[config.mk]
export PLATFORM = sky130hd
export DESIGN_NAME = attack_release_envelope_follower_flat
export DESIGN_NICKNAME = d
export VERILOG_FILES = /design/src/rtl/core/arf_pkg.sv /design/src/rtl/core/arf_sample_if.sv /design/src/rtl/core/arf_env_if.sv /design/src/rtl/core/arf_ctrl.sv /design/src/rtl/core/arf_dp.sv /design/src/rtl/core/attack_release_envelope_follower.sv /design/src/flat_wrapper.sv
export SDC_FILE = /design/constraint.sdc
export NUM_CORES = 2
export LEC_CHECK = 0
export ABC_AREA = 1
export BUFFER_PORTS_ARGS = -buffer_cell sky130_fd_sc_hd__buf_4
export CAP_MARGIN = 20
export CORE_ASPECT_RATIO = 1.5
export CORE_MARGIN = 5
export CORE_UTILIZATION = 50
export CTS_CLUSTER_SIZE = 28
export DETAILED_ROUTE_END_ITERATION = 8
export PLACE_DENSITY_LB_ADDON = 0.15
export SLEW_MARGIN = 30
export SYNTH_ARGS = -nofsm -noshare
export SYNTH_HDL_FRONTEND = slang
export SYNTH_SLANG_ARGS = --single-unit
[constraint.sdc]
create_clock -name clk -period 10.6 [get_ports clk]
set_input_delay 2.12 -clock clk [delete_from_list [all_inputs] [get_ports clk]]
set_output_delay 2.12 -clock clk [all_outputs]
set_load 0.01 [all_outputs]
[src/rtl/core/arf_pkg.sv]
package arf_pkg;

	localparam int SAMPLE_W   = 16;
	localparam int ENV_W      = 31;
	localparam int COEFF_W    = 16;
	localparam int MODE_W     = 2;
	localparam int MAG_W      = SAMPLE_W + 1;
	localparam int PROD_W     = MAG_W + ENV_W;
	localparam int FRAC_SHIFT = 15;
	localparam int RAD_W      = 2 * ENV_W;
	localparam int REM_W      = ENV_W + 2;
	localparam int SQRT_STEPS = ENV_W;
	localparam int CNT_W      = 5;
	localparam int ADDR_W     = 4;
	localparam int DATA_W     = 32;

	localparam logic [MODE_W-1:0] MODE_ABS = 2'd0;
	localparam logic [MODE_W-1:0] MODE_PWR = 2'd1;
	localparam logic [MODE_W-1:0] MODE_RMS = 2'd2;

	localparam logic [1:0] REG_MODE    = 2'd0;
	localparam logic [1:0] REG_ATTACK  = 2'd1;
	localparam logic [1:0] REG_RELEASE = 2'd2;

	localparam logic [MODE_W-1:0]  MODE_RST    = MODE_ABS;
	localparam logic [COEFF_W-1:0] ATTACK_RST  = 16'd65387;
	localparam logic [COEFF_W-1:0] RELEASE_RST = 16'd65506;

	typedef struct packed {
		logic level;
		logic mul1;
		logic mul2;
		logic upd;
		logic sqrt_step;
		logic out_load;
	} arf_cmd_t;

	typedef struct packed {
		logic sqrt_last;
	} arf_status_t;

endpackage

[src/rtl/core/arf_sample_if.sv]
interface arf_sample_if;
	logic                                 valid;
	logic                                 ready;
	logic signed [arf_pkg::SAMPLE_W-1:0]  sample_in;

	modport source (output valid, output sample_in, input ready);
	modport sink (input valid, input sample_in, output ready);
endinterface

[src/rtl/core/arf_env_if.sv]
interface arf_env_if;
	logic                        valid;
	logic                        ready;
	logic [arf_pkg::ENV_W-1:0]   envelope_out;

	modport source (output valid, output envelope_out, input ready);
	modport sink (input valid, input envelope_out, output ready);
endinterface

[src/rtl/core/arf_ctrl.sv]
module arf_ctrl (
	input  logic                          clk,
	input  logic                          arst_n,
	input  logic                          in_valid,
	output logic                          in_ready,
	output logic                          out_valid,
	input  logic                          out_ready,
	input  logic [arf_pkg::MODE_W-1:0]    mode,
	input  arf_pkg::arf_status_t          status,
	output arf_pkg::arf_cmd_t             cmd
);

	localparam logic [2:0] ST_IDLE  = 3'd0;
	localparam logic [2:0] ST_LEVEL = 3'd1;
	localparam logic [2:0] ST_MUL1  = 3'd2;
	localparam logic [2:0] ST_MUL2  = 3'd3;
	localparam logic [2:0] ST_UPD   = 3'd4;
	localparam logic [2:0] ST_SQRT  = 3'd5;
	localparam logic [2:0] ST_DONE  = 3'd6;

	logic [2:0] state_q;
	logic [2:0] state_d;
	logic       out_valid_q;
	logic       slot_free;

	assign in_ready  = (state_q == ST_IDLE);
	assign out_valid = out_valid_q;
	assign slot_free = !out_valid_q || out_ready;

	always_comb begin
		state_d       = state_q;
		cmd           = '0;
		case (state_q)
			ST_IDLE: begin
				if (in_valid) state_d = ST_LEVEL;
			end
			ST_LEVEL: begin
				cmd.level = 1'b1;
				state_d   = ST_MUL1;
			end
			ST_MUL1: begin
				cmd.mul1 = 1'b1;
				state_d  = ST_MUL2;
			end
			ST_MUL2: begin
				cmd.mul2 = 1'b1;
				state_d  = ST_UPD;
			end
			ST_UPD: begin
				cmd.upd = 1'b1;
				state_d = (mode == arf_pkg::MODE_RMS) ? ST_SQRT : ST_DONE;
			end
			ST_SQRT: begin
				cmd.sqrt_step = 1'b1;
				if (status.sqrt_last) state_d = ST_DONE;
			end
			ST_DONE: begin
				if (slot_free) begin
					cmd.out_load = 1'b1;
					state_d      = ST_IDLE;
				end
			end
			default: begin
				state_d = ST_IDLE;
			end
		endcase
	end

	always_ff @(posedge clk or negedge arst_n) begin
		if (!arst_n) begin
			state_q     <= ST_IDLE;
			out_valid_q <= 1'b0;
		end else begin
			state_q <= state_d;
			if (cmd.out_load) out_valid_q <= 1'b1;
			else if (out_ready) out_valid_q <= 1'b0;
		end
	end

endmodule

[src/rtl/core/arf_dp.sv]
module arf_dp (
	input  logic                                clk,
	input  logic                                arst_n,
	input  logic                                load,
	input  logic signed [arf_pkg::SAMPLE_W-1:0] sample_in,
	input  logic [arf_pkg::MODE_W-1:0]          mode,
	input  logic [arf_pkg::COEFF_W-1:0]         attack_coeff,
	input  logic [arf_pkg::COEFF_W-1:0]         release_coeff,
	input  arf_pkg::arf_cmd_t                   cmd,
	output arf_pkg::arf_status_t                status,
	output logic [arf_pkg::ENV_W-1:0]           envelope_out
);

	localparam int MAG_W  = arf_pkg::MAG_W;
	localparam int ENV_W  = arf_pkg::ENV_W;
	localparam int PROD_W = arf_pkg::PROD_W;
	localparam int RAD_W  = arf_pkg::RAD_W;
	localparam int REM_W  = arf_pkg::REM_W;
	localparam int CNT_W  = arf_pkg::CNT_W;
	localparam int COEFF_W = arf_pkg::COEFF_W;

	logic [arf_pkg::SAMPLE_W-1:0] sample_q;
	logic [ENV_W-1:0]             level_q;
	logic [ENV_W-1:0]             env_q;
	logic [PROD_W-1:0]            prod_q;
	logic [RAD_W-1:0]             rad_q;
	logic [REM_W-1:0]             rem_q;
	logic [ENV_W-1:0]             root_q;
	logic [CNT_W-1:0]             cnt_q;
	logic [ENV_W-1:0]             out_q;

	logic [MAG_W-1:0]   mag;
	logic [COEFF_W-1:0] coeff;
	logic [MAG_W-1:0]   mul_a;
	logic [ENV_W-1:0]   mul_b;
	logic [PROD_W-1:0]  mul_p;
	logic [REM_W+1:0]   rem_sh;
	logic [REM_W+1:0]   trial;
	logic               fits;

	assign mag = sample_q[arf_pkg::SAMPLE_W-1]
		? MAG_W'({1'b1, {(MAG_W-1){1'b0}}} - {1'b0, sample_q})
		: {1'b0, sample_q};

	assign coeff = (env_q < level_q) ? attack_coeff : release_coeff;

	always_comb begin
		mul_a = mag;
		mul_b = ENV_W'(mag);
		if (cmd.mul1) begin
			mul_a = MAG_W'({1'b1, {COEFF_W{1'b0}}} - {1'b0, coeff});
			mul_b = level_q;
		end else if (cmd.mul2) begin
			mul_a = {1'b0, coeff};
			mul_b = env_q;
		end
	end

	assign mul_p = {{ENV_W{1'b0}}, mul_a} * {{MAG_W{1'b0}}, mul_b};

	assign rem_sh = {rem_q, rad_q[RAD_W-1 -: 2]};
	assign trial  = {2'b00, root_q, 2'b01};
	assign fits   = (rem_sh >= trial);

	assign status.sqrt_last = (cnt_q == CNT_W'(arf_pkg::SQRT_STEPS - 1));
	assign envelope_out     = out_q;

	always_ff @(posedge clk or negedge arst_n) begin
		if (!arst_n) begin
			env_q <= '0;
		end else if (cmd.upd) begin
			env_q <= prod_q[COEFF_W + ENV_W - 1:COEFF_W];
		end
	end

	always_ff @(posedge clk) begin
		if (load) sample_q <= sample_in;
		if (cmd.level) begin
			if (mode == arf_pkg::MODE_ABS) level_q <= ENV_W'(mag) << arf_pkg::FRAC_SHIFT;
			else level_q <= mul_p[ENV_W-1:0];
		end
		if (cmd.mul1) prod_q <= mul_p;
		if (cmd.mul2) prod_q <= prod_q + mul_p;
		if (cmd.upd) begin
			rad_q  <= {1'b0, prod_q[COEFF_W + ENV_W - 1:COEFF_W],
				{(RAD_W-ENV_W-1){1'b0}}};
			rem_q  <= '0;
			root_q <= '0;
			cnt_q  <= '0;
		end else if (cmd.sqrt_step) begin
			rad_q  <= rad_q << 2;
			rem_q  <= fits ? REM_W'(rem_sh - trial) : REM_W'(rem_sh);
			root_q <= {root_q[ENV_W-2:0], fits};
			cnt_q  <= cnt_q + 1'b1;
		end
		if (cmd.out_load) out_q <= (mode == arf_pkg::MODE_RMS) ? root_q : env_q;
	end

endmodule

[src/rtl/core/attack_release_envelope_follower.sv]
// Attack/release envelope follower.
// sample (sink): one signed Q1.15 audio sample per beat, valid/ready handshake.
// envelope (source): one unsigned Q1.30 envelope per input beat, in order.
// APB port sets rectify_mode (0x0), attack_coeff (0x4) and release_coeff (0x8);
// write only while the block is idle. pready is tied high; reads return values.
// Each sample is rectified (absolute value or square), smoothed by a one-pole
// filter whose coefficient depends on whether the level rises, and in RMS mode
// passed through a square root.
// Each sample steps through the LEVEL, MUL1, MUL2 and UPD states to DONE; in
// mode 2 a 2-bit-per-cycle square root runs 31 steps between UPD and DONE.
// A new sample is taken only in the idle state, once the last is done; the shared
// 17x31 multiplier forms the level (not in mode 0) and both filter products.
// A finished envelope sits in an output register; a stalled receiver does not
// block the next sample, which is processed and then held until the register
// frees. Reset clears the envelope to zero and restores the register defaults.
module attack_release_envelope_follower (
	input  logic                           clk,
	input  logic                           arst_n,
	input  logic                           psel,
	input  logic                           penable,
	input  logic                           pwrite,
	input  logic [arf_pkg::ADDR_W-1:0]     paddr,
	input  logic [arf_pkg::DATA_W-1:0]     pwdata,
	output logic [arf_pkg::DATA_W-1:0]     prdata,
	output logic                           pready,
	arf_sample_if.sink                     sample,
	arf_env_if.source                      envelope
);

	logic [arf_pkg::MODE_W-1:0]  mode_q;
	logic [arf_pkg::COEFF_W-1:0] attack_q;
	logic [arf_pkg::COEFF_W-1:0] release_q;
	logic [1:0]                  reg_idx;
	logic                        wr_en;
	logic                        in_ready;
	arf_pkg::arf_cmd_t           cmd;
	arf_pkg::arf_status_t        status;

	assign pready  = 1'b1;
	assign reg_idx = paddr[3:2];
	assign wr_en   = psel && penable && pwrite;

	always_ff @(posedge clk or negedge arst_n) begin
		if (!arst_n) begin
			mode_q    <= arf_pkg::MODE_RST;
			attack_q  <= arf_pkg::ATTACK_RST;
			release_q <= arf_pkg::RELEASE_RST;
		end else if (wr_en) begin
			case (reg_idx)
				arf_pkg::REG_MODE:    mode_q    <= pwdata[arf_pkg::MODE_W-1:0];
				arf_pkg::REG_ATTACK:  attack_q  <= pwdata[arf_pkg::COEFF_W-1:0];
				arf_pkg::REG_RELEASE: release_q <= pwdata[arf_pkg::COEFF_W-1:0];
				default: begin
				end
			endcase
		end
	end

	always_comb begin
		case (reg_idx)
			arf_pkg::REG_MODE:    prdata = arf_pkg::DATA_W'(mode_q);
			arf_pkg::REG_ATTACK:  prdata = arf_pkg::DATA_W'(attack_q);
			arf_pkg::REG_RELEASE: prdata = arf_pkg::DATA_W'(release_q);
			default:              prdata = '0;
		endcase
	end

	assign sample.ready = in_ready;

	arf_ctrl u_ctrl (
		.clk       (clk),
		.arst_n    (arst_n),
		.in_valid  (sample.valid),
		.in_ready  (in_ready),
		.out_valid (envelope.valid),
		.out_ready (envelope.ready),
		.mode      (mode_q),
		.status    (status),
		.cmd       (cmd)
	);

	arf_dp u_dp (
		.clk           (clk),
		.arst_n        (arst_n),
		.load          (sample.valid && in_ready),
		.sample_in     (sample.sample_in),
		.mode          (mode_q),
		.attack_coeff  (attack_q),
		.release_coeff (release_q),
		.cmd           (cmd),
		.status        (status),
		.envelope_out  (envelope.envelope_out)
	);

endmodule

[src/flat_wrapper.sv]
// flat-port wrapper written by rule: the top's interface ports become plain ports
module attack_release_envelope_follower_flat 
  (clk, arst_n, psel, penable, pwrite, paddr, pwdata, prdata, pready, sample_valid, sample_sample_in, sample_ready, envelope_valid, envelope_envelope_out, envelope_ready);
  arf_sample_if sample_i ();
  arf_env_if envelope_i ();
  input  logic clk;
  input  logic arst_n;
  input  logic psel;
  input  logic penable;
  input  logic pwrite;
  input  logic [arf_pkg::ADDR_W-1:0] paddr;
  input  logic [arf_pkg::DATA_W-1:0] pwdata;
  output logic [arf_pkg::DATA_W-1:0] prdata;
  output logic pready;
  input wire logic [$bits(sample_i.valid)-1:0] sample_valid;
  input wire logic [$bits(sample_i.sample_in)-1:0] sample_sample_in;
  output wire logic [$bits(sample_i.ready)-1:0] sample_ready;
  output wire logic [$bits(envelope_i.valid)-1:0] envelope_valid;
  output wire logic [$bits(envelope_i.envelope_out)-1:0] envelope_envelope_out;
  input wire logic [$bits(envelope_i.ready)-1:0] envelope_ready;
  assign sample_i.valid = sample_valid;
  assign sample_i.sample_in = sample_sample_in;
  assign sample_ready = sample_i.ready;
  assign envelope_valid = envelope_i.valid;
  assign envelope_envelope_out = envelope_i.envelope_out;
  assign envelope_i.ready = envelope_ready;
  attack_release_envelope_follower u_core (.clk(clk), .arst_n(arst_n), .psel(psel), .penable(penable), .pwrite(pwrite), .paddr(paddr), .pwdata(pwdata), .prdata(prdata), .pready(pready), .sample(sample_i), .envelope(envelope_i));
endmodule
==> results by group <==
Floorplanning
  • Die width: 227 um
  • Site Rows: 119
  • Starting Density: 50.4%
  • Die height: between 300 and 400 um
  • Die Area: 0.0764 sq mm
  • Ports: 125
  • Core box area: 0.0703 sq mm

Global route
  • Grt total ovfl: 0
  • Gr usage total: between 30% and 40%
  • Vias in the first global route: 32800
  • Antenna violations before repair: 3
  • First-pass GRT wire length: 189000 um
  • Largest net degree at the start of global routing: 78

Routing
  • 1st-iter DRT viols: 2446
  • Per-cell routed wire length: between 20 and 25 um
  • DRT antenna net count: 0
  • Overall via count from detail_route: 32200
  • Overall routed net length: 127000 um
  • 1st-pass router iterations: 8
  • DRC Markers: 0
  • Vias/cell: 5.47

Worst setup path
  • Buf+Inv Stages, Crit Path: 7
  • Critical path fanouts, max: 8
  • Worst Setup SP: u_core.u_dp.sample_q[2]
  • Setup crit end kind: register
  • Reg-to-reg endpoint: u_core.u_dp.prod_q[43]
  • WP data required: 10890 ps
  • CP Depth: 43
  • RR Startpoint: u_core.u_dp.sample_q[2]
  • CP Data Arrival Time: 10450 ps
  • Crit-path slowest cell: fa_2
  • Startpoint Class: register
  • Critical Path Most Common Cell: nand2_1
  • Reg2reg path depth: 43
  • Critical path class: reg2reg
  • CP delay by family, top: adder cells
  • Worst R2R Setup Slack: 440 ps
  • Crit-path max cell delay: 640 ps
  • Worst setup path endpoint: u_core.u_dp.prod_q[43]

Synthesis
  • EDFF count, synth: ~160
  • Sequential area share after synthesis: between 20% and 30%
  • Synth top area cells: fa_1, edfxtp_1, nand2_1
  • Largest family of logic cells by synthesized area: adder cells
  • Simple-Gate Fraction of Synth Area: between 10% and 20%
  • Synth Register Bits: 295
  • Ys flop type: edfxtp_1
  • Count of cell types in the netlist: 60
  • Synthesized instance count: 4532
  • Synth Area in Adders: 32.7%
  • Synthesized area per cell: 7.82 sq um
  • YS warnings: 0
  • Post-synthesis mux area share: 0%
  • Synthesized area: approximately 0.035 sq mm
  • Compound-cell area share of the yosys netlist: 11.6%
  • Yosys top cell by area: fa_1
  • Xor and xnor area share after synthesis: 2.64%
  • Yosys top cell area share: 24.5%
  • FFs w/ async S/R, synth: a little under a quarter

Timing
  • Least-Margin Pin Slew: 993 ps
  • Setup Skew: 41.1 ps
  • Tcrit/Tclk final: 95.9%
  • Fin Hold WS: roughly 460 ps
  • Final Hold Viols: 0
  • Slew HR: roughly 34%
  • Unrepaired setup endpoints after global routing: true
  • Tmin final: 10160 ps
  • FMAX: 0.0984 GHz
  • Final setup viols: 0
  • Slew Viols, Final: 0
  • Setup_tns: 0 ps

Final layout
  • N_diodes: 0
  • Layout Nets: 5672
  • Layout overhead on the synthesized area: 19.6%
  • Final core utilization: between 60% and 70%
  • Final instance area: between 0.04 and 0.05 sq mm
  • Leading cell type in the layout, fill and taps excluded: nand2_1
  • Most frequent cells in the layout: nand2_1, inv_1, buf_4
  • Share of layout cells above drive strength 1: 18.0%
  • Fill count: 6517

Place
  • Port Buf Inserts: between 80 and 90
  • Final GP Congestion: 0.985
  • Post-DP Area: ~0.040 sq mm
  • DP HPWL: 105000 um

CTS
  • Hold_buf cts: 0
  • CTS buffer count: 34
  • CTS sink cnt: 295
  • H-tree depth: 2
  • Clk pin slew, worst setup/hold paths: ~80 ps
  • CTS Root Buffer Type: clkbuf_16
  • Clk_lat worst skew: approximately 580 ps
  • CTS Buffer Depth: 3
  • CTS tree: built

Hold path
  • Worst hold path class: reg2reg

Run
  • Total of max-cap violations: 0

Run status
  • Status: completed
[synth_stat cells, drive strengths merged, types with 28 or more instances]
library cell	instances
inv	891
xnor2	39
o22ai	33
nand4	33
dfxtp	70
nand3	142
nor2	339
nand2	1081
nor3	28
dfrtp	44
xor2	68
a21oi	265
fa	434
edfxtp	156
o21ai	336
ha	231
buf	89
clkbuf	76
[cell type report]
cell class	instances	area [sq um]	area share [%]
clock buffer	39	921	2.17
clock inverter	23	293	0.690
inverter	897	3370	7.95
multi-input combinational	3190	24600	57.9
sequential	295	7840	18.5
tap	907	1130	2.68
timing repair buffer	530	4280	10.1
[state kept, by name (all words and copies together) (netlist names)]
name                      flops
u_core.u_dp.root_q           31
u_core.u_ctrl.state_q         3
u_core.u_dp.rem_q            33
u_core.attack_q              16
u_core.u_dp.cnt_q             5
u_core.u_dp.env_q            31
u_core.u_dp.level_q          31
u_core.mode_q                 2
u_core.u_ctrl.out_valid       1
u_core.u_dp.prod_q           47
u_core.u_dp.rad_q            32
u_core.u_dp.sample_q         16
u_core.u_dp.envelope_out     31
u_core.release_q             16
[worst register-to-register path, delay by kind of cell (launching register included)]
kind	cells	cell delay [ps]
DFF	1	460
buffers and inverters	7	1320
adders and majority gates	8	3770
and+or+nand+nor	23	3370
xor gates and xnor gates	1	150
AOI/OAI and AO/OA	4	860
[per-layer routing]
metal  track usage, %  vias up  wire length, um
met3             3.30      402             6570
li1                 -    15000                -
met1             36.2    15700            44200
met5                0        -                0
met2             56.7     1118            62200
met4             27.1        0            13600
[kinds of logic after synthesis]
logic type,Yosys count
other,2
AO/OA/AOI/OAI,745
XOR/XNOR,107
buffers and inverters,1062
AND/OR/NAND/NOR,1656
adder cells (fa/ha/maj),665
flip-flops,295
[how the worst min path moves through the flow]
stage / startpoint / end / slack (ps) / cells past startpoint
floorplan: u_core.u_dp.rem_q[31] / u_core.u_dp.rem_q[31] / 430 / 2
global placement: u_core.u_dp.rem_q[32] / u_core.u_dp.rem_q[32] / 440 / 2
detailed placement: u_core.u_dp.rem_q[32] / u_core.u_dp.rem_q[32] / 450 / 2
CTS: u_core.u_dp.rem_q[32] / u_core.u_dp.rem_q[32] / 460 / 2
global route: u_core.u_dp.rem_q[31] / u_core.u_dp.rem_q[31] / 490 / 2
finish: u_core.u_dp.rem_q[32] / u_core.u_dp.rem_q[32] / 460 / 2
[stage by stage]
step | std cells | worst slack [ps]
2_1_floorplan | 4547 | 982
3_3_place_gp | 5797 | -183
3_5_place_dp | 5797 | -236
4_1_cts | 5860 | -10.7
5_1_grt | 5881 | -82.6
6_report | 5881 | 436
[timing repair]
item                       4_1_cts  5_1_grt
cloned                           0        1
setup endpoints to repair       18       28
buffers inserted                 1       21
pin swaps                        2       91
gates resized for setup         21      255
Power is not shown: default switching activity piles up to over one toggle a cycle in this logic, so the estimate is an artifact.
